$ cat src/hdl/cst_pkg.sv
// package for the child slot table: command codes, status codes and the
// control struct that travels along the row of slot cells
// no dependencies

package cst_pkg;

   // command codes of a request
   typedef enum logic [1:0] {
      CMD_ADD    = 2'd0,
      CMD_FIND   = 2'd1,
      CMD_REMOVE = 2'd2,
      CMD_READ   = 2'd3
   } cmd_type;

   // status codes of a result
   localparam logic [1:0] ST_OK        = 2'd0;
   localparam logic [1:0] ST_DROPPED   = 2'd1;
   localparam logic [1:0] ST_NOT_FOUND = 2'd2;

   localparam int FLAG_W  = 8;
   localparam int INDEX_W = 4;
   localparam int COUNT_W = 5;
   localparam int STAT_W  = 2;
   localparam int COUNT_MAX = 31;

   // control part of the token handed from cell to cell
   typedef struct packed {
      logic    valid;   // a request is in this stage
      cmd_type cmd;     // its command
      logic    hit;     // some earlier cell has claimed the request
      logic    rvalid;  // valid bit of the claimed slot after the step
      logic    c0_fg;   // foreground contribution of slot 0
   } token_ctl_type;

endpackage

$ cat src/hdl/child_slot_table.sv
// child slot table: a request walks a row of TABLE_DEPTH slot cells, one per cycle.
// the token is registered in each cell, and the result again at the end of the row.
// busy holds off start until the request reaches the end of the row.
// the receiver cannot stall; each result is shown for exactly one cycle.
// reset empties every slot and sets the foreground mask to 1; no clearing pass.
// depends on cst_pkg and cst_cell

module child_slot_table
   import cst_pkg::*;
#(
   parameter int TABLE_DEPTH = 16,
   parameter int KEY_WIDTH   = 22
) (
   input  logic                 clock,
   input  logic                 reset,
   // request channel
   input  logic                 start,
   output logic                 busy,
   input  logic [1:0]           req_command,
   input  logic [KEY_WIDTH-1:0] req_key,
   input  logic [FLAG_W-1:0]    req_entry_flags,
   input  logic [INDEX_W-1:0]   req_slot_index,
   // result channel
   output logic                 rsp_valid,
   output logic [STAT_W-1:0]    rsp_status,
   output logic [INDEX_W-1:0]   rsp_slot,
   output logic [KEY_WIDTH-1:0] rsp_found_key,
   output logic [FLAG_W-1:0]    rsp_found_flags,
   output logic                 rsp_found_valid,
   output logic [COUNT_W-1:0]   rsp_foreground_count,
   // configuration port
   input  logic                 psel,
   input  logic                 penable,
   input  logic                 pwrite,
   input  logic [2:0]           paddr,
   input  logic [31:0]          pwdata,
   output logic [31:0]          prdata,
   output logic                 pready
);

   localparam int SLOT_W = (TABLE_DEPTH > 1) ? $clog2(TABLE_DEPTH) : 1;
   localparam int CNT_W  = $clog2(TABLE_DEPTH + 1);

   // token wires between cells
   token_ctl_type        tok_ctl    [TABLE_DEPTH+1];
   logic [KEY_WIDTH-1:0] tok_key    [TABLE_DEPTH+1];
   logic [FLAG_W-1:0]    tok_flags  [TABLE_DEPTH+1];
   logic [INDEX_W-1:0]   tok_idx    [TABLE_DEPTH+1];
   logic [SLOT_W-1:0]    tok_rslot  [TABLE_DEPTH+1];
   logic [KEY_WIDTH-1:0] tok_rkey   [TABLE_DEPTH+1];
   logic [FLAG_W-1:0]    tok_rflags [TABLE_DEPTH+1];
   logic [CNT_W-1:0]     tok_count  [TABLE_DEPTH+1];

   logic [FLAG_W-1:0]    mask_ff, mask_in;
   logic                 busy_ff, busy_in;
   logic                 accept, fix_wr;

   logic                 rsp_valid_ff, rsp_valid_in;
   logic [STAT_W-1:0]    status_ff, status_in;
   logic [INDEX_W-1:0]   slot_ff, slot_in;
   logic [KEY_WIDTH-1:0] fkey_ff, fkey_in;
   logic [FLAG_W-1:0]    fflags_ff, fflags_in;
   logic                 fvalid_ff, fvalid_in;
   logic [COUNT_W-1:0]   count_ff, count_in;

   logic [SLOT_W+INDEX_W-1:0] slot_ext;
   logic [31:0]               cnt_wide;
   logic                      new_fg;
   token_ctl_type             last;

   assign accept = start && !busy_ff;
   assign last   = tok_ctl[TABLE_DEPTH];

   // request injection into the first cell
   always_comb begin
      tok_ctl[0].valid  = accept;
      tok_ctl[0].cmd    = cmd_type'(req_command);
      tok_ctl[0].hit    = 1'b0;
      tok_ctl[0].rvalid = 1'b0;
      tok_ctl[0].c0_fg  = 1'b0;
      tok_key[0]        = req_key;
      tok_flags[0]      = req_entry_flags;
      tok_idx[0]        = req_slot_index;
      tok_rslot[0]      = '0;
      tok_rkey[0]       = '0;
      tok_rflags[0]     = '0;
      tok_count[0]      = '0;
   end

   // full-table add: nobody claimed it, so slot 0 is replaced
   assign fix_wr = last.valid && (last.cmd == CMD_ADD) && !last.hit;

   // row of slot cells
   for (genvar i = 0; i < TABLE_DEPTH; i++) begin : g_cell
      cst_cell #(
         .CELL_IDX  (i),
         .KEY_WIDTH (KEY_WIDTH),
         .SLOT_W    (SLOT_W),
         .CNT_W     (CNT_W)
      ) u_cell (
         .clock      (clock),
         .reset      (reset),
         .fg_mask    (mask_ff),
         .fix_wr     ((i == 0) && fix_wr),
         .fix_key    (tok_key[TABLE_DEPTH]),
         .fix_flags  (tok_flags[TABLE_DEPTH]),
         .in_ctl     (tok_ctl[i]),
         .in_key     (tok_key[i]),
         .in_flags   (tok_flags[i]),
         .in_idx     (tok_idx[i]),
         .in_rslot   (tok_rslot[i]),
         .in_rkey    (tok_rkey[i]),
         .in_rflags  (tok_rflags[i]),
         .in_count   (tok_count[i]),
         .out_ctl    (tok_ctl[i+1]),
         .out_key    (tok_key[i+1]),
         .out_flags  (tok_flags[i+1]),
         .out_idx    (tok_idx[i+1]),
         .out_rslot  (tok_rslot[i+1]),
         .out_rkey   (tok_rkey[i+1]),
         .out_rflags (tok_rflags[i+1]),
         .out_count  (tok_count[i+1])
      );
   end

   // busy from accept until the result is issued
   always_comb begin
      busy_in = busy_ff;
      if (accept) busy_in = 1'b1;
      else if (last.valid) busy_in = 1'b0;
   end

   // configuration write
   always_comb begin
      mask_in = mask_ff;
      if (psel && penable && pwrite && !paddr[2]) mask_in = pwdata[FLAG_W-1:0];
   end

   // result formation at the end of the row
   always_comb begin
      slot_ext     = {{INDEX_W{1'b0}}, tok_rslot[TABLE_DEPTH]};
      new_fg       = (tok_flags[TABLE_DEPTH] & mask_ff) != '0;
      cnt_wide     = 32'(tok_count[TABLE_DEPTH]);
      rsp_valid_in = last.valid;
      status_in    = ST_OK;
      slot_in      = slot_ext[INDEX_W-1:0];
      fkey_in      = tok_rkey[TABLE_DEPTH];
      fflags_in    = tok_rflags[TABLE_DEPTH];
      fvalid_in    = last.rvalid;

      case (last.cmd)
         CMD_ADD: begin
            if (!last.hit) begin
               status_in = ST_DROPPED;
               slot_in   = '0;
               fkey_in   = tok_key[TABLE_DEPTH];
               fflags_in = tok_flags[TABLE_DEPTH];
               fvalid_in = 1'b1;
               cnt_wide  = cnt_wide - 32'(last.c0_fg) + 32'(new_fg);
            end
         end
         CMD_READ: begin
            if (!last.hit) begin
               status_in = ST_NOT_FOUND;
               slot_in   = tok_idx[TABLE_DEPTH];
               fkey_in   = '0;
               fflags_in = '0;
               fvalid_in = 1'b0;
            end
         end
         default: begin
            if (!last.hit) begin
               status_in = ST_NOT_FOUND;
               slot_in   = '0;
               fkey_in   = '0;
               fflags_in = '0;
               fvalid_in = 1'b0;
            end
         end
      endcase

      // saturating count
      if (cnt_wide > 32'(COUNT_MAX)) cnt_wide = 32'(COUNT_MAX);
      count_in = cnt_wide[COUNT_W-1:0];
   end

   // control registers
   always_ff @(posedge clock) begin
      if (reset) begin
         busy_ff      <= 1'b0;
         rsp_valid_ff <= 1'b0;
         mask_ff      <= FLAG_W'(1);
      end else begin
         busy_ff      <= busy_in;
         rsp_valid_ff <= rsp_valid_in;
         mask_ff      <= mask_in;
      end
   end

   // result payload registers
   always_ff @(posedge clock) begin
      if (last.valid) begin
         status_ff <= status_in;
         slot_ff   <= slot_in;
         fkey_ff   <= fkey_in;
         fflags_ff <= fflags_in;
         fvalid_ff <= fvalid_in;
         count_ff  <= count_in;
      end
   end

   assign busy                 = busy_ff;
   assign rsp_valid            = rsp_valid_ff;
   assign rsp_status           = status_ff;
   assign rsp_slot             = slot_ff;
   assign rsp_found_key        = fkey_ff;
   assign rsp_found_flags      = fflags_ff;
   assign rsp_found_valid      = fvalid_ff;
   assign rsp_foreground_count = count_ff;

   // register read
   assign prdata = paddr[2] ? 32'd0 : {{(32-FLAG_W){1'b0}}, mask_ff};
   assign pready = 1'b1;

endmodule

$ cat src/hdl/cst_cell.sv
// one slot cell of the child slot table: holds valid, key and flags of one
// slot and passes the request token to its neighbor each cycle
// depends on cst_pkg

module cst_cell
   import cst_pkg::*;
#(
   parameter int CELL_IDX  = 0,
   parameter int KEY_WIDTH = 22,
   parameter int SLOT_W    = 4,
   parameter int CNT_W     = 5
) (
   input  logic                 clock,
   input  logic                 reset,
   input  logic [FLAG_W-1:0]    fg_mask,
   // direct write used to replace slot 0 when an add finds the table full
   input  logic                 fix_wr,
   input  logic [KEY_WIDTH-1:0] fix_key,
   input  logic [FLAG_W-1:0]    fix_flags,
   // token from the previous cell
   input  token_ctl_type        in_ctl,
   input  logic [KEY_WIDTH-1:0] in_key,
   input  logic [FLAG_W-1:0]    in_flags,
   input  logic [INDEX_W-1:0]   in_idx,
   input  logic [SLOT_W-1:0]    in_rslot,
   input  logic [KEY_WIDTH-1:0] in_rkey,
   input  logic [FLAG_W-1:0]    in_rflags,
   input  logic [CNT_W-1:0]     in_count,
   // token to the next cell
   output token_ctl_type        out_ctl,
   output logic [KEY_WIDTH-1:0] out_key,
   output logic [FLAG_W-1:0]    out_flags,
   output logic [INDEX_W-1:0]   out_idx,
   output logic [SLOT_W-1:0]    out_rslot,
   output logic [KEY_WIDTH-1:0] out_rkey,
   output logic [FLAG_W-1:0]    out_rflags,
   output logic [CNT_W-1:0]     out_count
);

   // slot storage
   logic                 valid_ff, valid_in;
   logic [KEY_WIDTH-1:0] key_ff, key_in;
   logic [FLAG_W-1:0]    flags_ff, flags_in;

   // token stage
   token_ctl_type        ctl_ff, ctl_in;
   logic [KEY_WIDTH-1:0] tkey_ff, rkey_ff, rkey_in;
   logic [FLAG_W-1:0]    tflags_ff, rflags_ff, rflags_in;
   logic [INDEX_W-1:0]   idx_ff;
   logic [SLOT_W-1:0]    rslot_ff, rslot_in;
   logic [CNT_W-1:0]     count_ff, count_in;

   logic take, wr, is_me, matched, contrib;

   // slot update and token processing
   always_comb begin
      ctl_in    = in_ctl;
      rslot_in  = in_rslot;
      rkey_in   = in_rkey;
      rflags_in = in_rflags;
      count_in  = in_count;
      valid_in  = valid_ff;
      key_in    = key_ff;
      flags_in  = flags_ff;
      take      = 1'b0;
      wr        = 1'b0;
      contrib   = 1'b0;
      is_me     = (32'(in_idx) == 32'(CELL_IDX));
      matched   = valid_ff && (key_ff == in_key);

      if (in_ctl.valid) begin
         case (in_ctl.cmd)
            CMD_ADD: begin
               if (!in_ctl.hit && !valid_ff) begin
                  take     = 1'b1;
                  wr       = 1'b1;
                  valid_in = 1'b1;
               end
            end
            CMD_FIND: begin
               if (!in_ctl.hit && matched) take = 1'b1;
            end
            CMD_REMOVE: begin
               if (!in_ctl.hit && matched) begin
                  take     = 1'b1;
                  valid_in = 1'b0;
               end
            end
            default: begin
               if (is_me) take = 1'b1;
            end
         endcase

         if (wr) begin
            key_in   = in_key;
            flags_in = in_flags;
         end

         if (take) begin
            ctl_in.hit    = 1'b1;
            ctl_in.rvalid = valid_in;
            rslot_in      = SLOT_W'(CELL_IDX);
            rkey_in       = key_in;
            rflags_in     = flags_in;
         end

         // count uses the slot as it stands after the step
         contrib  = valid_in && ((flags_in & fg_mask) != '0);
         count_in = in_count + CNT_W'(contrib);
         if (CELL_IDX == 0) ctl_in.c0_fg = contrib;
      end

      // slot 0 replacement on a full-table add
      if (fix_wr) begin
         valid_in = 1'b1;
         key_in   = fix_key;
         flags_in = fix_flags;
      end
   end

   // slot and token registers; only the valid bits are reset
   always_ff @(posedge clock) begin
      if (reset) begin
         valid_ff     <= 1'b0;
         ctl_ff.valid <= 1'b0;
      end else begin
         valid_ff     <= valid_in;
         ctl_ff.valid <= ctl_in.valid;
      end
      key_ff        <= key_in;
      flags_ff      <= flags_in;
      ctl_ff.cmd    <= ctl_in.cmd;
      ctl_ff.hit    <= ctl_in.hit;
      ctl_ff.rvalid <= ctl_in.rvalid;
      ctl_ff.c0_fg  <= ctl_in.c0_fg;
      tkey_ff       <= in_key;
      tflags_ff     <= in_flags;
      idx_ff        <= in_idx;
      rslot_ff      <= rslot_in;
      rkey_ff       <= rkey_in;
      rflags_ff     <= rflags_in;
      count_ff      <= count_in;
   end

   assign out_ctl    = ctl_ff;
   assign out_key    = tkey_ff;
   assign out_flags  = tflags_ff;
   assign out_idx    = idx_ff;
   assign out_rslot  = rslot_ff;
   assign out_rkey   = rkey_ff;
   assign out_rflags = rflags_ff;
   assign out_count  = count_ff;

endmodule
$ cat config.mk
export PLATFORM = sky130hd
export DESIGN_NAME = child_slot_table
export DESIGN_NICKNAME = d
export VERILOG_FILES = /design/src/hdl/cst_pkg.sv /design/src/hdl/child_slot_table.sv /design/src/hdl/cst_cell.sv
export SDC_FILE = /design/constraint.sdc
export NUM_CORES = 2
export LEC_CHECK = 0
export BUFFER_PORTS_ARGS = -buffer_cell sky130_fd_sc_hd__buf_2
export CORE_MARGIN = 5
export CORE_UTILIZATION = 54
export DETAILED_ROUTE_END_ITERATION = 8
export MAX_ROUTING_LAYER = met4
export PLACE_DENSITY = 0.77
export SYNTH_ARGS = -nofsm -noshare
export SYNTH_HDL_FRONTEND = slang
export SYNTH_SLANG_ARGS = --single-unit
$ cat constraint.sdc
create_clock -name clock -period 4.2 [get_ports clock]
set_input_delay 0.84 -clock clock [delete_from_list [all_inputs] [get_ports clock]]
set_output_delay 0.84 -clock clock [all_outputs]
set_load 0.05 [all_outputs]
* Word-level counts from Yosys, hierarchy flattened
Cells that the tools add are included.
Storage, ports and cells: flip-flop bits (word level) 1807, bits in latches 0, RAM bits 0, memory bits (read-only) 0, input port bits 77, output and inout port bits 77, logic and storage cells 886, memories kept 0
Cells by class: add/subtract/negate cells 17, multipliers 0, divide/modulo/power cells 0, order comparisons 1, eq/ne operators 64, shifts and indexed selects 0, mux-type cells 384, bitwise operators 17, reduce and logical (&&, ||, !) cells 155
Operator list (count):
- 22-bit 2-to-1 mux | 51
- 8-bit 2-to-1 mux | 68
- 22-bit equality test | 16
- 1-bit 2-to-1 mux | 152
- 8-bit bitwise AND | 17
- 8-bit nonzero test | 17
- 4-bit 2-to-1 mux | 31
- 5-bit by 1-bit adder with 5-bit output | 15
- 5-bit 2-to-1 mux | 15
- 1-bit logical AND | 68
- 2-bit 2-to-1 mux | 33
- 32-bit 2-to-1 mux | 2
- 1-bit one-hot mux with 2 select lines | 32
- 2-bit equality test (second input constant) | 17
- 2-bit logical NOT | 17
- 1-bit logical NOT | 33
- 2-bit by 1-bit equality test with 1-bit output (second input constant) | 16
- 4-bit equality test (second input constant) | 8
- 32-bit by 5-bit > comparator with 1-bit output (second input constant) | 1
- 2-bit OR reduction | 16
- 4-bit by 3-bit equality test with 1-bit output (second input constant) | 4
- 4-bit by 2-bit equality test with 1-bit output (second input constant) | 2
- 6-bit by 2-bit adder with 7-bit output | 1
- 5-bit by 1-bit subtractor with 6-bit output | 1
- other kinds (4) | 5

* Logic depth before layout (Yosys ltp)
word-level depth 12, gate-level depth with buffers 13, depth with buffers taken out 12

* Cells and area by module
Synthesis repeated with hierarchy kept, for this count alone.
Second synthesis, totals: cell total of the unflattened synthesis 5301, area, all modules 73196.5 um2
Modules (own cells, without submodules):
- cst_cell (g_cell[1].u_cell ...) | times used 4, cells each 286, area each 4262.8 um2, sequential area each 2502.4 um2
- cst_cell (g_cell[3].u_cell ...) | times used 4, cells each 286, area each 4260.3 um2, sequential area each 2502.4 um2
- cst_cell (g_cell[11].u_cell ...) | times used 2, cells each 535, area each 5455.2 um2, sequential area each 2502.4 um2
- cst_cell (g_cell[14].u_cell ...) | times used 2, cells each 285, area each 4240.3 um2, sequential area each 2502.4 um2
- cst_cell (g_cell[15].u_cell) | times used 1, cells each 285, area each 4290.4 um2, sequential area each 2502.4 um2
- cst_cell (g_cell[10].u_cell) | times used 1, cells each 283, area each 4256.6 um2, sequential area each 2502.4 um2
- cst_cell (g_cell[12].u_cell) | times used 1, cells each 283, area each 4252.8 um2, sequential area each 2502.4 um2
- cst_cell (g_cell[0].u_cell) | times used 1, cells each 293, area each 4225.3 um2, sequential area each 2502.4 um2
- child_slot_table | times used 1, cells each 229, area each 2687.6 um2, sequential area each 1461.4 um2

* Worst setup path before layout
No wires, ideal clock.
path type reg-to-reg, from reg g_cell[15].u_cell.ctl_ff (netlist bit g_cell[15].u_cell.out_ctl[5]), to reg g_cell[0].u_cell.flags_ff[0] (enable), setup time 387 ps, data arrival time 2567 ps, required time 3813 ps, path slack 1246 ps, stages on the path, launching flop included 4, path buffers 1, period minus slack after synthesis 2954 ps, path through dfxtp_1 -> nand2_1 -> clkbuf_1 -> nand2_1
Between the ends: cells in the longest elaborated chain, start to end 3
RTL lines:
- start: declaration | line cst_cell.sv:46 | token_ctl_type ctl_ff, ctl_in;
- 1-bit logical AND (2 in a row) | line child_slot_table.sv:91 | assign fix_wr = last.valid && (last.cmd == CMD_ADD) && !last.hit;
- 2-bit nonzero test (no source line)
- end signal: assignment | line cst_cell.sv:131 | flags_ff <= flags_in;
- end: declaration | line cst_cell.sv:43 | logic [FLAG_W-1:0] flags_ff, flags_in;
Every way passes these cells. A chain may end at the register's enable or synchronous reset.

* Final worst setup path
from reg g_cell[14].u_cell.ctl_ff (netlist bit g_cell[14].u_cell.out_ctl[3]), to reg g_cell[15].u_cell.count_ff[1]
Between the ends: cells in the longest elaborated chain, start to end 10, elaborated cells on any way between the ends 13, those cells by class add/sub (1); eq/ne (1); mux (7); bitwise (1); reduce/logical (3)
RTL lines:
- start: declaration | line cst_cell.sv:46
- 2-bit logical NOT | line cst_cell.sv:72 | case (in_ctl.cmd)
- 1-bit 2-to-1 mux | line cst_cell.sv:72
- 1-bit 2-to-1 mux | line cst_cell.sv:71 | if (in_ctl.valid) begin
- 8-bit 2-to-1 mux | line cst_cell.sv:94 | if (wr) begin
- 8-bit 2-to-1 mux | line cst_cell.sv:71
- 8-bit bitwise AND | line cst_cell.sv:108 | contrib = valid_in && ((flags_in & fg_mask) != '0);
- 8-bit nonzero test | line cst_cell.sv:108
- 1-bit logical AND * | line cst_cell.sv:108
- 5-bit by 1-bit adder with 5-bit output * | line cst_cell.sv:109 | count_in = in_count + CNT_W'(contrib);
- 5-bit 2-to-1 mux * | line cst_cell.sv:71
- named net g_cell[15].u_cell.count_in[1] | line cst_cell.sv:51 | logic [CNT_W-1:0] count_ff, count_in;
- end signal: assignment | line cst_cell.sv:142 | count_ff <= count_in;
- end: declaration | line cst_cell.sv:51
Mark *: on every way through the listed nets, which the timed path passes. The rest lies on a longest branch. The select of a mux whose other input is x is not followed.

==> flow_summary.yaml <==
run_status:
  status: "finished clean"
floorplanning:
  fp.dieW_um: 350
  ios: 154
  start_util_pct: 54.5
  core_area_mm2: 0.115
  fp.dieH_um: 350
  rows: 124
  die-area_mm2: 0.123
global_route:
  first_global_vias: 32828
  grt_first_pass_wirelength_mm: 197
  antenna_found_initial: 4
  gr-total-overflow: 0
  grt_max_degree: 45
  grt_usage_pct: 21.5
timing:
  finalHoldViolCount: 0
  drv_slew: 0
  fin_crit_sh_pct: 84.1
  hold_ws_ps: 217
  fmax_mhz: 283
  setup_viol: 0
  slew_headroom_pct: 26.0
  setup_tns_ps: 0
  worst_pin_slew_ps: 1110
  period_needed_ps: 3530
  clock_skew_ps: 24.9
  grt_setup_unrepaired: "false"
min_path:
  hold_class: "input pin to register"
  whs_path_depth: 1
synth:
  synth_area_mm2: 0.0625
  syn_area_per_cell_um2: 14.8
  yosys_warnings: 0
  synth_edf_count: 522
  ys_ff_latch: 1786
  synth_most_common_cell: "dfxtp_1"
  post_synth_main_area_contributors: "dfxtp_1 (41%), edfxtp_1 (25%), mux2_2 (16%)"
  seq_area_frac_synth_pct: 65.6
  ys.flop_type: "dfxtp_1"
  synth_async_sr_flop_share_pct: 0
  ys_types: 66
  synth_top_area_share_pct: 40.5
  synth_cells: 4209
  synth_largest_area_cell: "dfxtp_1"
  synth_common_cells: "dfxtp_1 (1,264), mux2_2 (863), edfxtp_1 (522)"
clocking:
  post_cts_buffers: 0
  insertion_delay_ps: 740
  cts_max_path_buffers: 3
  cts_hold_buffers: 0
  cts.sinks: 1786
  cts_buffers: 161
  cts-root-buf: "clkbuf_16"
  cts_tree: "yes"
  cts.clk_slew.worst_paths_ps: 60
  cts.htree.levels: 4
  cts_resized: 0
route:
  num_vias: 31815
  routed_wirelength_mm: 128
  ant_nets: 0
  routedWlPerCell_um: 21.3
  vias_per_cell: 5.27
  drtPass1Iterations: 5
  first_iter_violations: 1988
  drt_drc_violations_left: 0
power_and_ir_drop:
  power_switching_w: 0.00742
  finalPower_w: 0.0352
  clock_power_share_pct: 41.3
  cell_internal_pwr_w: 0.0278
  p_comb_share_pct: 4.8
  peakVddDrop_v: 0.000455
  pwr-share-seq_pct: 54.0
  p_leak_nw: 27.1
  switching_share_pct: 21.1
  power.density_mw_per_mm2: 504
worst_setup_path:
  r2r_cells: 11
  crit_path_max_incr_delay_ps: 500
  cp-start-kind: "register"
  path_cells: "inv_1, ha_1, nor2b_1, nor2b_2, mux2_2, a22o_1, a221oi_1, a31oi_1, ha_1, ha_1, mux2_2"
  worst_ep_required_time_ps: 4830
  cp-end-kind: "register"
  crit_type: "register to register"
  slowest_stage: "nor2b_2"
  crit_fanout: 7
  crit_arrival_ps: 4160
  cpMostUsedCell: "ha_1"
placed_design:
  io_buffers: 102
  place_hpwl_mm: 92.5
  place_congestion: 0.868
  dp_cells: 5736
layout:
  stdcell_count: 6040
  area_delta_synth_final_pct: 11.8
  nNetsFinal: 4545
  drive_gt1_share_pct: 31.5
job:
  cap_violations: 0
area by class of cell:
cell class              instances  area (µm²)
fillers                      8463       44800
flip-flops and latches       1786       41000
multi-input cells            2190       20300
clock buffers                 243        4810
well taps                    1512        1890
repair buffers                173        1110
clock inverters                57         505
inverters                      75         282
diodes                          4        10.0
worst max-delay path, delay by kind of cell (launching register included):
family	cells	cell delay (ps)
compound gates	3	910
mux	2	680
flops	1	330
buf+inv	1	100
fa+ha+maj	3	690
simple gates	2	720
state kept, by name, summed over array words and instances (netlist names), 16 cells and up:
signal and count:
g_cell.u_cell.out_count 69, g_cell.u_cell.out_ctl 96, g_cell.u_cell.out_flags 128, g_cell.u_cell.out_rkey 352
g_cell.u_cell.out_rflags 128, g_cell.u_cell.out_key 352, g_cell.u_cell.out_rslot 49, g_cell.u_cell.out_idx 64
g_cell.u_cell.key_ff 352, g_cell.u_cell.valid_ff 16, g_cell.u_cell.flags_ff 128, rsp_found_key 22
cell families (layout without fill, tap and decap cells):
| kind of cell | Yosys count | after routing | share of synthesized area (%) |
|---|---|---|---|
| other | 2 | 29 | 0.0120 |
| flip-flops | 1786 | 1786 | 65.6 |
| multiplexers | 974 | 974 | 18.0 |
| adder cells (fa/ha/maj) | 81 | 81 | 1.62 |
| AND/OR/NAND/NOR | 481 | 481 | 4.31 |
| AO/OA/AOI/OAI | 238 | 238 | 2.80 |
| buffers and inverters | 256 | 548 | 2.21 |
| XOR/XNOR | 391 | 391 | 5.48 |
through the flow:
| stage | util, % | instance area [µm²] | worst slack [ps] |
|---|---|---|---|
| final | 60.9 | 69900 | 667 |
| after CTS | 60.9 | 69800 | 691 |
| after floorplan | - | 62500 | 1250 |
| after global placement | 56.3 | 64500 | 866 |
| after detailed placement | 56.3 | 64500 | 829 |
| after global routing | 60.9 | 69800 | 551 |
path summary, 6_finish.rpt:
path	endpoint	startpoint	slack, ps
max	g_cell[15].u_cell.out_count[1]$_DFF_P_	g_cell[14].u_cell.out_ctl[3]$_DFF_P_	670
min	g_cell[0].u_cell.out_flags[2]$_DFF_P_	req_entry_flags[2]	220
max reg2reg	g_cell[15].u_cell.out_count[1]$_DFF_P_	g_cell[14].u_cell.out_ctl[3]$_DFF_P_	670
min reg2reg	g_cell[5].u_cell.out_ctl[0]$_DFF_P_	g_cell[4].u_cell.out_ctl[0]$_DFF_P_	320
cells in the final DEF (no fill, tap or decap), types with 42 or more instances in the layout:
cell       instances
xnor2_1          257
dfxtp_1         1263
a22o_1            57
ha_1              81
buf_4             66
mux2_4            77
inv_1             74
nor2b_1           57
nand2_1           57
edfxtp_1         522
nor2_1           102
clkbuf_16        171
nor4_1            42
buf_2            102
mux2_2           863
clkbuf_1          46
a21oi_1           61
xor2_1           134
nand4_1           86
per-layer routing:
layer / part of all wire [%] / GRT usage, %
met2: 49 / 35.2
met3: 4.9 / 4.03
met4: 3.1 / 6.86
met5: 0 / -
met1: 43 / 27.2
power by group through the flow:
stage	registers (W)	clock network [W]	logic, W
global placement	0.0193	0	0.00164
detailed placement	0.0194	0	0.00166
CTS	0.0190	0.0147	0.00169
finish	0.0190	0.0145	0.00168
floorplan	0.0192	0	0.00128
global route	0.0191	0.0155	0.00181
No activity file was read; power rests on OpenSTA's default activity.
